## config.mk

```make
export PLATFORM = sky130hd
export DESIGN_NAME = header_hunt_frame_channel_scaler_unit
export DESIGN_NICKNAME = d
export VERILOG_FILES = /design/src/rtl/hhfcs_pkg.sv /design/src/rtl/hhfcs_fifo.sv /design/src/rtl/hhfcs_cfg.sv /design/src/rtl/hhfcs_front.sv /design/src/rtl/hhfcs_back.sv /design/src/rtl/header_hunt_frame_channel_scaler_unit.sv
export SDC_FILE = /design/constraint.sdc
export NUM_CORES = 2
export LEC_CHECK = 0
export CORE_MARGIN = 2
export CORE_UTILIZATION = 60
export CTS_CLUSTER_DIAMETER = 100
export CTS_CLUSTER_SIZE = 28
export DETAILED_ROUTE_END_ITERATION = 8
export DONT_BUFFER_PORTS = 1
export GPL_TIMING_DRIVEN = 0
export PLACE_DENSITY = 0.78
export RECOVER_POWER = 50
export SETUP_SLACK_MARGIN = 0.15
export SYNTH_ARGS = -nofsm -noshare
export SYNTH_HDL_FRONTEND = slang
export SYNTH_SLANG_ARGS = --single-unit
```

## constraint.sdc

```tcl
create_clock -name clk_i -period 11.55 [get_ports clk_i]
set_input_delay 2.31 -clock clk_i [delete_from_list [all_inputs] [get_ports clk_i]]
set_output_delay 2.31 -clock clk_i [all_outputs]
set_load 0.01 [all_outputs]
```

## src/rtl/hhfcs_pkg.sv

```systemverilog
// ----------------------------------------------------------------------------
// hhfcs_pkg
// Shared types and constants of the frame header hunter and channel scaler.
// ----------------------------------------------------------------------------
`default_nettype none

package hhfcs_pkg;

  // Default frame geometry.
  localparam int unsigned DEF_CHANNELS    = 8;
  localparam int unsigned DEF_SAMPLE_BITS = 12;

  // Frame header bytes.
  localparam logic [7:0] HDR_FIRST  = 8'h55;
  localparam logic [7:0] HDR_SECOND = 8'hAA;

  // Field widths of a result.
  localparam int unsigned WORD_W      = 16;
  localparam int unsigned FRAME_NUM_W = 32;
  localparam int unsigned SCALED_W    = 30;
  localparam int unsigned CHAN_W      = 3;

  // Depth of the frame queue between the front and the back.
  localparam int unsigned QUEUE_DEPTH = 2;

  // Configuration port geometry.
  localparam int unsigned APB_ADDR_W = 5;
  localparam int unsigned APB_DATA_W = 64;

  // Register reset values: every gain is 1.0 in Q4.12, every offset is zero.
  localparam logic [63:0] GAIN_RESET   = 64'h1000_1000_1000_1000;
  localparam logic [63:0] OFFSET_RESET = 64'h0;

  // Register indexes.
  typedef enum logic [1:0] {
    REG_GAIN_LO = 2'd0,
    REG_GAIN_HI = 2'd1,
    REG_OFF_LO  = 2'd2,
    REG_OFF_HI  = 2'd3
  } reg_idx_e;

  // Scaling configuration handed to the back end.
  typedef struct packed {
    logic [63:0] gain_lo;
    logic [63:0] gain_hi;
    logic [63:0] off_lo;
    logic [63:0] off_hi;
  } cfg_t;

endpackage

`default_nettype wire

```

## src/rtl/hhfcs_fifo.sv

```systemverilog
// ----------------------------------------------------------------------------
// hhfcs_fifo
// Short register queue holding complete frames between the front and back.
// ----------------------------------------------------------------------------
`default_nettype none

module hhfcs_fifo #(
  parameter int unsigned WIDTH = 8,
  parameter int unsigned DEPTH = 2
) (
  input  wire logic             clk_i,
  input  wire logic             rst_ni,
  input  wire logic             push_i,
  input  wire logic [WIDTH-1:0] push_data_i,
  output logic                  full_o,
  input  wire logic             pop_i,
  output logic      [WIDTH-1:0] pop_data_o,
  output logic                  empty_o
);

  localparam int unsigned AW = (DEPTH > 1) ? $clog2(DEPTH) : 1;
  localparam int unsigned CW = $clog2(DEPTH + 1);

  logic [WIDTH-1:0] mem_q [DEPTH];
  logic [AW-1:0]    wr_ptr_q, wr_ptr_d;
  logic [AW-1:0]    rd_ptr_q, rd_ptr_d;
  logic [CW-1:0]    count_q, count_d;

  assign full_o     = (count_q == CW'(DEPTH));
  assign empty_o    = (count_q == '0);
  assign pop_data_o = mem_q[rd_ptr_q];

  // Pointer and fill count update.
  always_comb begin
    wr_ptr_d = wr_ptr_q;
    rd_ptr_d = rd_ptr_q;
    count_d  = count_q;
    if (push_i) begin
      wr_ptr_d = (wr_ptr_q == AW'(DEPTH - 1)) ? '0 : wr_ptr_q + 1'b1;
    end
    if (pop_i) begin
      rd_ptr_d = (rd_ptr_q == AW'(DEPTH - 1)) ? '0 : rd_ptr_q + 1'b1;
    end
    if (push_i && !pop_i) begin
      count_d = count_q + 1'b1;
    end else if (pop_i && !push_i) begin
      count_d = count_q - 1'b1;
    end
  end

  always_ff @(posedge clk_i or negedge rst_ni) begin
    if (!rst_ni) begin
      wr_ptr_q <= '0;
      rd_ptr_q <= '0;
      count_q  <= '0;
    end else begin
      wr_ptr_q <= wr_ptr_d;
      rd_ptr_q <= rd_ptr_d;
      count_q  <= count_d;
    end
  end

  // Storage carries no reset.
  always_ff @(posedge clk_i) begin
    if (push_i) begin
      mem_q[wr_ptr_q] <= push_data_i;
    end
  end

`ifndef SYNTHESIS
  a_no_overflow : assert property (@(posedge clk_i) disable iff (!rst_ni)
    full_o |-> !push_i || pop_i)
    else $error("frame queue written while full");

  a_no_underflow : assert property (@(posedge clk_i) disable iff (!rst_ni)
    empty_o |-> !pop_i)
    else $error("frame queue read while empty");
`endif

endmodule

`default_nettype wire

```

## src/rtl/hhfcs_cfg.sv

```systemverilog
// ----------------------------------------------------------------------------
// hhfcs_cfg
// Register bank for per-channel gains and offsets behind an APB-style port.
// ----------------------------------------------------------------------------
`default_nettype none

module hhfcs_cfg import hhfcs_pkg::*; (
  input  wire logic                  clk_i,
  input  wire logic                  rst_ni,
  input  wire logic                  psel,
  input  wire logic                  penable,
  input  wire logic                  pwrite,
  input  wire logic [APB_ADDR_W-1:0] paddr,
  input  wire logic [APB_DATA_W-1:0] pwdata,
  output logic      [APB_DATA_W-1:0] prdata,
  output logic                       pready,
  output cfg_t                       cfg_o
);

  cfg_t     cfg_q;
  reg_idx_e reg_idx;
  logic     wr_en;

  // Registers sit on 8-byte boundaries.
  assign reg_idx = reg_idx_e'(paddr[4:3]);
  assign pready  = 1'b1;
  assign wr_en   = psel && penable && pwrite && pready;
  assign cfg_o   = cfg_q;

  always_ff @(posedge clk_i or negedge rst_ni) begin
    if (!rst_ni) begin
      cfg_q.gain_lo <= GAIN_RESET;
      cfg_q.gain_hi <= GAIN_RESET;
      cfg_q.off_lo  <= OFFSET_RESET;
      cfg_q.off_hi  <= OFFSET_RESET;
    end else if (wr_en) begin
      case (reg_idx)
        REG_GAIN_LO: cfg_q.gain_lo <= pwdata;
        REG_GAIN_HI: cfg_q.gain_hi <= pwdata;
        REG_OFF_LO:  cfg_q.off_lo  <= pwdata;
        REG_OFF_HI:  cfg_q.off_hi  <= pwdata;
        default: ;
      endcase
    end
  end

  // Read data mux.
  always_comb begin
    case (reg_idx)
      REG_GAIN_LO: prdata = cfg_q.gain_lo;
      REG_GAIN_HI: prdata = cfg_q.gain_hi;
      REG_OFF_LO:  prdata = cfg_q.off_lo;
      REG_OFF_HI:  prdata = cfg_q.off_hi;
      default:     prdata = '0;
    endcase
  end

endmodule

`default_nettype wire

```

## src/rtl/hhfcs_front.sv

```systemverilog
// ----------------------------------------------------------------------------
// hhfcs_front
// Header hunt and frame assembly; hands each finished frame to the queue.
// ----------------------------------------------------------------------------
`default_nettype none

module hhfcs_front import hhfcs_pkg::*; #(
  parameter  int unsigned CHANNELS = DEF_CHANNELS,
  localparam int unsigned REC_W    = FRAME_NUM_W + WORD_W * CHANNELS
) (
  input  wire logic             clk_i,
  input  wire logic             rst_ni,
  input  wire logic [7:0]       rx_byte_i,
  input  wire logic             in_valid_i,
  output logic                  in_stall_o,
  output logic                  push_o,
  output logic      [REC_W-1:0] rec_o,
  input  wire logic             full_i
);

  localparam int unsigned DATA_BYTES = 2 * CHANNELS;
  localparam int unsigned CNT_W      = (DATA_BYTES > 1) ? $clog2(DATA_BYTES) : 1;
  localparam int unsigned WIDX_W     = (CHANNELS > 1) ? $clog2(CHANNELS) : 1;

  typedef enum logic [3:0] {
    ST_HUNT  = 4'b0001,
    ST_SEEN  = 4'b0010,
    ST_DATA  = 4'b0100,
    ST_CHECK = 4'b1000
  } state_e;

  state_e                         state_q, state_d;
  logic [CNT_W-1:0]               cnt_q, cnt_d;
  logic [FRAME_NUM_W-1:0]         frame_cnt_q, frame_cnt_d;
  logic [CHANNELS-1:0][WORD_W-1:0] words_q;
  logic                           accept;
  logic [WIDX_W-1:0]              widx;

  // The check byte waits while both queue slots hold frames.
  assign in_stall_o = (state_q == ST_CHECK) && full_i;
  assign accept     = in_valid_i && !in_stall_o;
  assign push_o     = accept && (state_q == ST_CHECK);
  assign rec_o      = {frame_cnt_q + 1'b1, words_q};
  assign widx       = WIDX_W'(cnt_q >> 1);

  // Header hunt and byte position tracking.
  always_comb begin
    state_d     = state_q;
    cnt_d       = cnt_q;
    frame_cnt_d = frame_cnt_q;
    if (accept) begin
      case (state_q)
        ST_HUNT: begin
          if (rx_byte_i == HDR_FIRST) state_d = ST_SEEN;
        end
        ST_SEEN: begin
          // A repeated first header byte keeps the hunt at this point.
          if (rx_byte_i == HDR_SECOND) begin
            state_d = ST_DATA;
            cnt_d   = '0;
          end else if (rx_byte_i != HDR_FIRST) begin
            state_d = ST_HUNT;
          end
        end
        ST_DATA: begin
          if (cnt_q == CNT_W'(DATA_BYTES - 1)) begin
            state_d = ST_CHECK;
          end else begin
            cnt_d = cnt_q + 1'b1;
          end
        end
        ST_CHECK: begin
          // The check byte closes the frame whatever its value.
          state_d     = ST_HUNT;
          frame_cnt_d = frame_cnt_q + 1'b1;
        end
        default: state_d = ST_HUNT;
      endcase
    end
  end

  always_ff @(posedge clk_i or negedge rst_ni) begin
    if (!rst_ni) begin
      state_q     <= ST_HUNT;
      cnt_q       <= '0;
      frame_cnt_q <= '0;
    end else begin
      state_q     <= state_d;
      cnt_q       <= cnt_d;
      frame_cnt_q <= frame_cnt_d;
    end
  end

  // Data bytes land little-endian in the staging words.
  always_ff @(posedge clk_i) begin
    if (accept && (state_q == ST_DATA)) begin
      if (cnt_q[0]) begin
        words_q[widx][15:8] <= rx_byte_i;
      end else begin
        words_q[widx][7:0] <= rx_byte_i;
      end
    end
  end

endmodule

`default_nettype wire

```

## src/rtl/hhfcs_back.sv

```systemverilog
// ----------------------------------------------------------------------------
// hhfcs_back
// Per-channel scaling pipeline: issue and multiply, then offset add and output.
// ----------------------------------------------------------------------------
`default_nettype none

module hhfcs_back import hhfcs_pkg::*; #(
  parameter  int unsigned CHANNELS    = DEF_CHANNELS,
  parameter  int unsigned SAMPLE_BITS = DEF_SAMPLE_BITS,
  localparam int unsigned REC_W       = FRAME_NUM_W + WORD_W * CHANNELS
) (
  input  wire logic                        clk_i,
  input  wire logic                        rst_ni,
  input  wire cfg_t                        cfg_i,
  input  wire logic [REC_W-1:0]            rec_i,
  input  wire logic                        empty_i,
  output logic                             pop_o,
  output logic      [CHAN_W-1:0]           channel_o,
  output logic      [WORD_W-1:0]           raw_word_o,
  output logic signed [SCALED_W-1:0]       scaled_value_o,
  output logic      [FRAME_NUM_W-1:0]      frame_number_o,
  output logic                             last_of_frame_o,
  output logic                             out_valid_o,
  input  wire logic                        out_stall_i
);

  localparam int unsigned CH_W   = (CHANNELS > 1) ? $clog2(CHANNELS) : 1;
  localparam int unsigned PROD_W = SAMPLE_BITS + WORD_W;
  localparam logic [CHAN_W-1:0] LAST_CH = CHAN_W'((CHANNELS - 1) % 8);

  logic [CHANNELS-1:0][WORD_W-1:0] words;
  logic [FRAME_NUM_W-1:0]          frame_num;
  logic                            adv, issue, is_last;
  logic [CH_W-1:0]                 ch_q;
  logic [4:0]                      ch_wide;
  logic [CHAN_W-1:0]               ch3;
  logic [1:0]                      lane;
  logic [WORD_W-1:0]               word_sel, gain_sel, off_sel;

  // First stage registers.
  logic                   s1_valid_q;
  logic [CHAN_W-1:0]      s1_ch_q;
  logic [WORD_W-1:0]      s1_word_q;
  logic [PROD_W-1:0]      s1_prod_q;
  logic [WORD_W-1:0]      s1_off_q;
  logic [FRAME_NUM_W-1:0] s1_fn_q;
  logic                   s1_last_q;

  // Output stage registers.
  logic                   out_valid_q;
  logic [CHAN_W-1:0]      out_ch_q;
  logic [WORD_W-1:0]      out_word_q;
  logic [SCALED_W-1:0]    out_scaled_q;
  logic [FRAME_NUM_W-1:0] out_fn_q;
  logic                   out_last_q;
  logic [31:0]            off_ext, sum;

  assign words     = rec_i[WORD_W*CHANNELS-1:0];
  assign frame_num = rec_i[REC_W-1 -: FRAME_NUM_W];

  // The pipeline moves whenever the output slot is free or being taken.
  assign adv     = !out_valid_q || !out_stall_i;
  assign issue   = adv && !empty_i;
  assign is_last = (ch_q == CH_W'(CHANNELS - 1));
  assign pop_o   = issue && is_last;

  // Channels above seven reuse the lanes of channel modulo eight.
  assign ch_wide  = 5'(ch_q);
  assign ch3      = ch_wide[2:0];
  assign lane     = ch3[1:0];
  assign word_sel = words[ch_q];
  assign gain_sel = ch3[2] ? cfg_i.gain_hi[{lane, 4'b0000} +: WORD_W]
                           : cfg_i.gain_lo[{lane, 4'b0000} +: WORD_W];
  assign off_sel  = ch3[2] ? cfg_i.off_hi[{lane, 4'b0000} +: WORD_W]
                           : cfg_i.off_lo[{lane, 4'b0000} +: WORD_W];

  // Channel counter walks the frame at the queue head.
  always_ff @(posedge clk_i or negedge rst_ni) begin
    if (!rst_ni) begin
      ch_q        <= '0;
      s1_valid_q  <= 1'b0;
      out_valid_q <= 1'b0;
    end else begin
      if (issue) begin
        ch_q <= is_last ? '0 : ch_q + 1'b1;
      end
      if (adv) begin
        s1_valid_q  <= issue;
        out_valid_q <= s1_valid_q;
      end
    end
  end

  // Sample times gain.
  always_ff @(posedge clk_i) begin
    if (issue) begin
      s1_ch_q   <= ch3;
      s1_word_q <= word_sel;
      s1_prod_q <= PROD_W'(word_sel[SAMPLE_BITS-1:0]) * PROD_W'(gain_sel);
      s1_off_q  <= off_sel;
      s1_fn_q   <= frame_num;
      s1_last_q <= is_last;
    end
  end

  // Offset is an integer, so it enters above the twelve fraction bits.
  assign off_ext = {{4{s1_off_q[15]}}, s1_off_q, 12'b0};
  assign sum     = 32'(s1_prod_q) + off_ext;

  always_ff @(posedge clk_i) begin
    if (adv && s1_valid_q) begin
      out_ch_q     <= s1_ch_q;
      out_word_q   <= s1_word_q;
      out_scaled_q <= sum[SCALED_W-1:0];
      out_fn_q     <= s1_fn_q;
      out_last_q   <= s1_last_q;
    end
  end

  assign out_valid_o     = out_valid_q;
  assign channel_o       = out_ch_q;
  assign raw_word_o      = out_word_q;
  assign scaled_value_o  = out_scaled_q;
  assign frame_number_o  = out_fn_q;
  assign last_of_frame_o = out_last_q;

`ifndef SYNTHESIS
  a_last_channel : assert property (@(posedge clk_i) disable iff (!rst_ni)
    out_valid_o && last_of_frame_o |-> channel_o == LAST_CH)
    else $error("frame end marked on a channel other than the last");
`endif

endmodule

`default_nettype wire

```

## src/rtl/header_hunt_frame_channel_scaler_unit.sv

```systemverilog
// ----------------------------------------------------------------------------
// header_hunt_frame_channel_scaler_unit
// Byte-stream frame synchronizer with per-channel gain and offset scaling.
// ----------------------------------------------------------------------------
// The block takes one received byte per cycle and never stalls a byte except
// the check byte that closes a frame while two earlier frames still wait in
// the frame queue. A frame is 0x55 0xAA, 2*CHANNELS data bytes and one check
// byte; once the check byte is taken, the frame passes the queue, the first
// stage and the output stage, and its CHANNELS results follow one per
// cycle, limited only by the single scaling multiplier shared across channels
// and by out_stall_i. Gains are unsigned Q4.12 and offsets signed integers,
// both per channel, written over the APB port at byte addresses 0, 8, 16 and
// 24; change them only while no frame is in flight.
`default_nettype none

module header_hunt_frame_channel_scaler_unit import hhfcs_pkg::*; #(
  parameter int unsigned CHANNELS    = DEF_CHANNELS,
  parameter int unsigned SAMPLE_BITS = DEF_SAMPLE_BITS
) (
  input  wire logic                    clk_i,
  input  wire logic                    rst_ni,
  // Configuration port
  input  wire logic                    psel,
  input  wire logic                    penable,
  input  wire logic                    pwrite,
  input  wire logic [APB_ADDR_W-1:0]   paddr,
  input  wire logic [APB_DATA_W-1:0]   pwdata,
  output logic      [APB_DATA_W-1:0]   prdata,
  output logic                         pready,
  // Byte input
  input  wire logic [7:0]              rx_byte_i,
  input  wire logic                    in_valid_i,
  output logic                         in_stall_o,
  // Result output
  output logic      [CHAN_W-1:0]       channel_o,
  output logic      [WORD_W-1:0]       raw_word_o,
  output logic signed [SCALED_W-1:0]   scaled_value_o,
  output logic      [FRAME_NUM_W-1:0]  frame_number_o,
  output logic                         last_of_frame_o,
  output logic                         out_valid_o,
  input  wire logic                    out_stall_i
);

  localparam int unsigned REC_W = FRAME_NUM_W + WORD_W * CHANNELS;

  cfg_t             cfg;
  logic             push, pop, full, empty;
  logic [REC_W-1:0] push_rec, head_rec;

  // Configuration registers.
  hhfcs_cfg u_cfg (
    .clk_i   (clk_i),
    .rst_ni  (rst_ni),
    .psel    (psel),
    .penable (penable),
    .pwrite  (pwrite),
    .paddr   (paddr),
    .pwdata  (pwdata),
    .prdata  (prdata),
    .pready  (pready),
    .cfg_o   (cfg)
  );

  // Header hunt and frame assembly.
  hhfcs_front #(
    .CHANNELS (CHANNELS)
  ) u_front (
    .clk_i      (clk_i),
    .rst_ni     (rst_ni),
    .rx_byte_i  (rx_byte_i),
    .in_valid_i (in_valid_i),
    .in_stall_o (in_stall_o),
    .push_o     (push),
    .rec_o      (push_rec),
    .full_i     (full)
  );

  // Finished frames waiting for the scaler.
  hhfcs_fifo #(
    .WIDTH (REC_W),
    .DEPTH (QUEUE_DEPTH)
  ) u_fifo (
    .clk_i       (clk_i),
    .rst_ni      (rst_ni),
    .push_i      (push),
    .push_data_i (push_rec),
    .full_o      (full),
    .pop_i       (pop),
    .pop_data_o  (head_rec),
    .empty_o     (empty)
  );

  // Per-channel scaling and result output.
  hhfcs_back #(
    .CHANNELS    (CHANNELS),
    .SAMPLE_BITS (SAMPLE_BITS)
  ) u_back (
    .clk_i           (clk_i),
    .rst_ni          (rst_ni),
    .cfg_i           (cfg),
    .rec_i           (head_rec),
    .empty_i         (empty),
    .pop_o           (pop),
    .channel_o       (channel_o),
    .raw_word_o      (raw_word_o),
    .scaled_value_o  (scaled_value_o),
    .frame_number_o  (frame_number_o),
    .last_of_frame_o (last_of_frame_o),
    .out_valid_o     (out_valid_o),
    .out_stall_i     (out_stall_i)
  );

endmodule

`default_nettype wire
```

==> results_dict.tcl <==
set metrics [dict create \
    hold_buffers 0 \
    die_area_um2 76800 \
    fp.dieW_um 277 \
    ys.warnings.count 0 \
    placementRows 100 \
    relSlewSlack_pct -156 \
    setup_tns_ps 0 \
    mostFrequentLayoutCell "edfxtp_1" \
    arrival_ps 9500 \
    synth_nets 3173 \
    cp_common_cell "fa_1" \
    violations "max-capacitance violations, max-slew violations" \
    grt_pass1_vias 25400 \
    drt_iter0_drc 2113 \
    ff2ff_path_depth 24 \
    ctsResizeCount 0 \
    hold_viol_final 0 \
    syn_inst 2860 \
    grt_max_degree 306 \
    ys_seq_elements 931 \
    skew_ps 23.0 \
    cp.required_ps 12020 \
    first_pass_iters 7 \
    clock-sinks 931 \
    seq_area_frac_synth_pct 59.0 \
    port_buffers 0 \
    routabilityCongestion 0.923 \
    die_y_um 277 \
    use_met2_pct 45.4 \
    finalNetCount 3225 \
    grtUsageMet1_pct 35.7 \
    synth_area_um2 44800 \
    path_max_fanout 10 \
    clk_path_buf_depth 3 \
    io_pins 233 \
    ant_nets 0 \
    reg2reg_from "u_back.ch3[0]" \
    status "finished with violations" \
    clk_pin_slew_ps 110 \
    wl_per_cell_um 26.4 \
    via_per_inst 6.23 \
    cp_slowest_stage_delay_ps 650 \
    min_period_over_period_pct 78.2 \
    cts_setup_buffers 0 \
    slowest_stage "clkbuf_1" \
    place_hpwl_um 74900 \
    yosysUniqueCellTypes 71 \
    critical_path_class "reg2reg" \
    endpoint_kind "flip-flop" \
    dr_total_vias 24400 \
    synth.avg_cell_area_um2 15.7 \
    insertion_delay_ps 620 \
    r2r_slack_ps 2520 \
    route.detailed.drc 0 \
    crit_path_end "u_back.s1_prod_q[24]" \
    hold_path.class "reg2reg" \
    synth.area.top_cells "edfxtp_1 (42%), dfrtp_1 (17%), mux4_2 (10%)" \
    cp-start-kind "flip-flop" \
    htreeDepth 2 \
    rsz0062_at_grt "no" \
    crit_chain "clkbuf_1 > clkbuf_1 > clkbuf_1 > buf_4 > mux4_2 > mux2_2 > buf_2 > and2_1 > fa_1 > inv_1 > fa_1 > inv_1 > fa_1 > fa_1 > inv_1 > fa_1 > inv_1 > ha_1 > clkbuf_1 > a211o_1 > a211oi_1 > a211oi_1 > or4_1 > nand3_1" \
    core_area_um2 74200 \
    finalSetupViolCount 0 \
    grt_pass1_wl_um 156000 \
    design_area_um2 47300 \
    drive_above_1_share_pct 24.3 \
    area_growth_syn_to_layout_pct 5.71 \
    yosysTopAreaCellShare_pct 42.0 \
    maxCapViolations 2 \
    crit_path_start "u_back.ch3[0]" \
    initial_core_util_pct 60.4 \
    antenna_found_initial 7 \
    hold_depth 0 \
    clockRootBuffer "clkbuf_16" \
    max_freq_mhz 111 \
    grt.busiest_layer "met2" \
    min_period_ps 9030 \
    mostFrequentLayoutCells "edfxtp_1 (626), mux2_2 (318), dfrtp_1 (296)" \
    reg2reg_to "u_back.s1_prod_q[24]" \
    met3_usage_pct 5.08 \
    synth_edf_count 626 \
    yosys.area.top_type "edfxtp_1" \
    wl_um 104000 \
    synth_flop_cell "edfxtp_1" \
    numCtsBuffers 40 \
    grt_usage_pct 27.2 \
    async_reset_ff_share_pct 32.8 \
    drv_slew 80 \
    tightest_slew_ps 3840 \
    place_area_um2 46200 \
    overflow 0 \
    cts_tree "yes" \
]
routing by layer:
| metal | up-vias | wire length (um) |
|---|---|---|
| li1 | 10400 | - |
| met1 | 12800 | 40100 |
| met2 | 964 | 51000 |
| met3 | 229 | 7720 |
| met4 | 6 | 4640 |
| met5 | - | 42 |
how the worst min path moves through the flow:
stage / from / slack [ps] / end
5_1_grt: u_back.s1_word_q[15] / 420 / u_back.raw_word_o[15]
3_5_place_dp: u_back.s1_fn_q[12] / 400 / u_back.frame_number_o[12]
3_3_place_gp: u_back.s1_fn_q[19] / 400 / u_back.frame_number_o[19]
6_report: u_back.s1_word_q[12] / 410 / u_back.raw_word_o[12]
2_1_floorplan: u_back.s1_ch_q[0] / 400 / u_back.channel_o[0]
4_1_cts: u_back.s1_word_q[12] / 410 / u_back.raw_word_o[12]
layout make-up:
class,count,area [um^2]
Fill cell,5147,26900
Sequential cell,931,26400
Multi-Input combinational cell,1577,16800
Tap cell,969,1210
Clock buffer,67,1100
Inverter,208,783
Buffer,144,719
Timing Repair Buffer,10,194
Clock inverter,7,101
Antenna cell,2,5.00
logic make-up (layout without fill, tap and decap cells):
kind of cell / count (synthesis) / after routing / synth area share [%]
other cells: 1 / 3 / 0.00837
xor+xnor: 97 / 97 / 1.90
buf+inv: 352 / 436 / 3.47
mux: 534 / 534 / 18.6
compound gates: 129 / 129 / 1.89
simple gates: 587 / 587 / 6.36
fa+ha+maj: 229 / 229 / 8.76
flops: 931 / 931 / 59.0
synthesized netlist by cell type (4+ instances only):
| library cell | instances |
|---|---|
| edfxtp_1 | 626 |
| a31oi_1 | 6 |
| clkbuf_1 | 64 |
| xor2_1 | 38 |
| o21a_1 | 6 |
| xnor2_1 | 59 |
| dfstp_2 | 9 |
| nand3_1 | 25 |
| nor3_1 | 15 |
| ha_1 | 88 |
| or2_1 | 5 |
| a21o_1 | 20 |
| buf_1 | 6 |
| nor2b_1 | 51 |
| mux4_2 | 205 |
| fa_1 | 141 |
| nor4_1 | 4 |
| o21ai_0 | 19 |
| a21oi_1 | 30 |
| o21ai_1 | 11 |
| nand4_1 | 9 |
| inv_1 | 203 |
| mux2_2 | 321 |
| buf_4 | 8 |
| nor2_1 | 209 |
| mux2i_1 | 8 |
| nand2b_1 | 29 |
| inv_2 | 5 |
| buf_6 | 13 |
| buf_2 | 50 |
| or4_1 | 4 |
| a211oi_1 | 7 |
| dfrtp_1 | 296 |
| nand2_1 | 118 |
| and3_1 | 12 |
| and2_1 | 30 |
| nand2_2 | 54 |
registers in the layout, indices dropped and copies added (netlist names), 3 cells and up:
signal / cells
u_front.state_q: 4
u_back.s1_prod_q: 28
u_back.scaled_value_o: 30
u_front.frame_cnt_q: 32
u_back.raw_word_o: 16
u_back.frame_number_o: 32
u_fifo.mem_q: 320
u_back.s1_ch_q: 3
u_front.cnt_q: 4
u_back.channel_o: 3
u_back.s1_fn_q: 32
u_back.s1_word_q: 16
u_cfg.cfg_o: 256
u_front.rec_o: 128
u_back.ch3: 3
u_back.s1_off_q: 16
metrics by stage:
step | cells | util [%] | setup WS (ps) | hold slack (ps)
after floorplan | 2860 | - | 1410 | 400
after global placement | 3829 | 62.0 | -2160 | 404
after detailed placement | 3839 | 62.3 | 3650 | 405
after CTS | 3913 | 63.9 | 3600 | 414
after global routing | 3913 | 63.8 | 2240 | 415
final | 3915 | 63.8 | 2520 | 406
critical path, delay by kind of cell, from the launching register on:
family          cells  cell delay, ps
compound gates      3            1010
fa+ha+maj           6            2750
buf+inv            10            2890
flops               1             560
mux                 2             810
simple gates        3             840
Power is left out: the tool's default activity adds up to more than one toggle a clock period on the data nets, which glitch-free logic cannot reach.
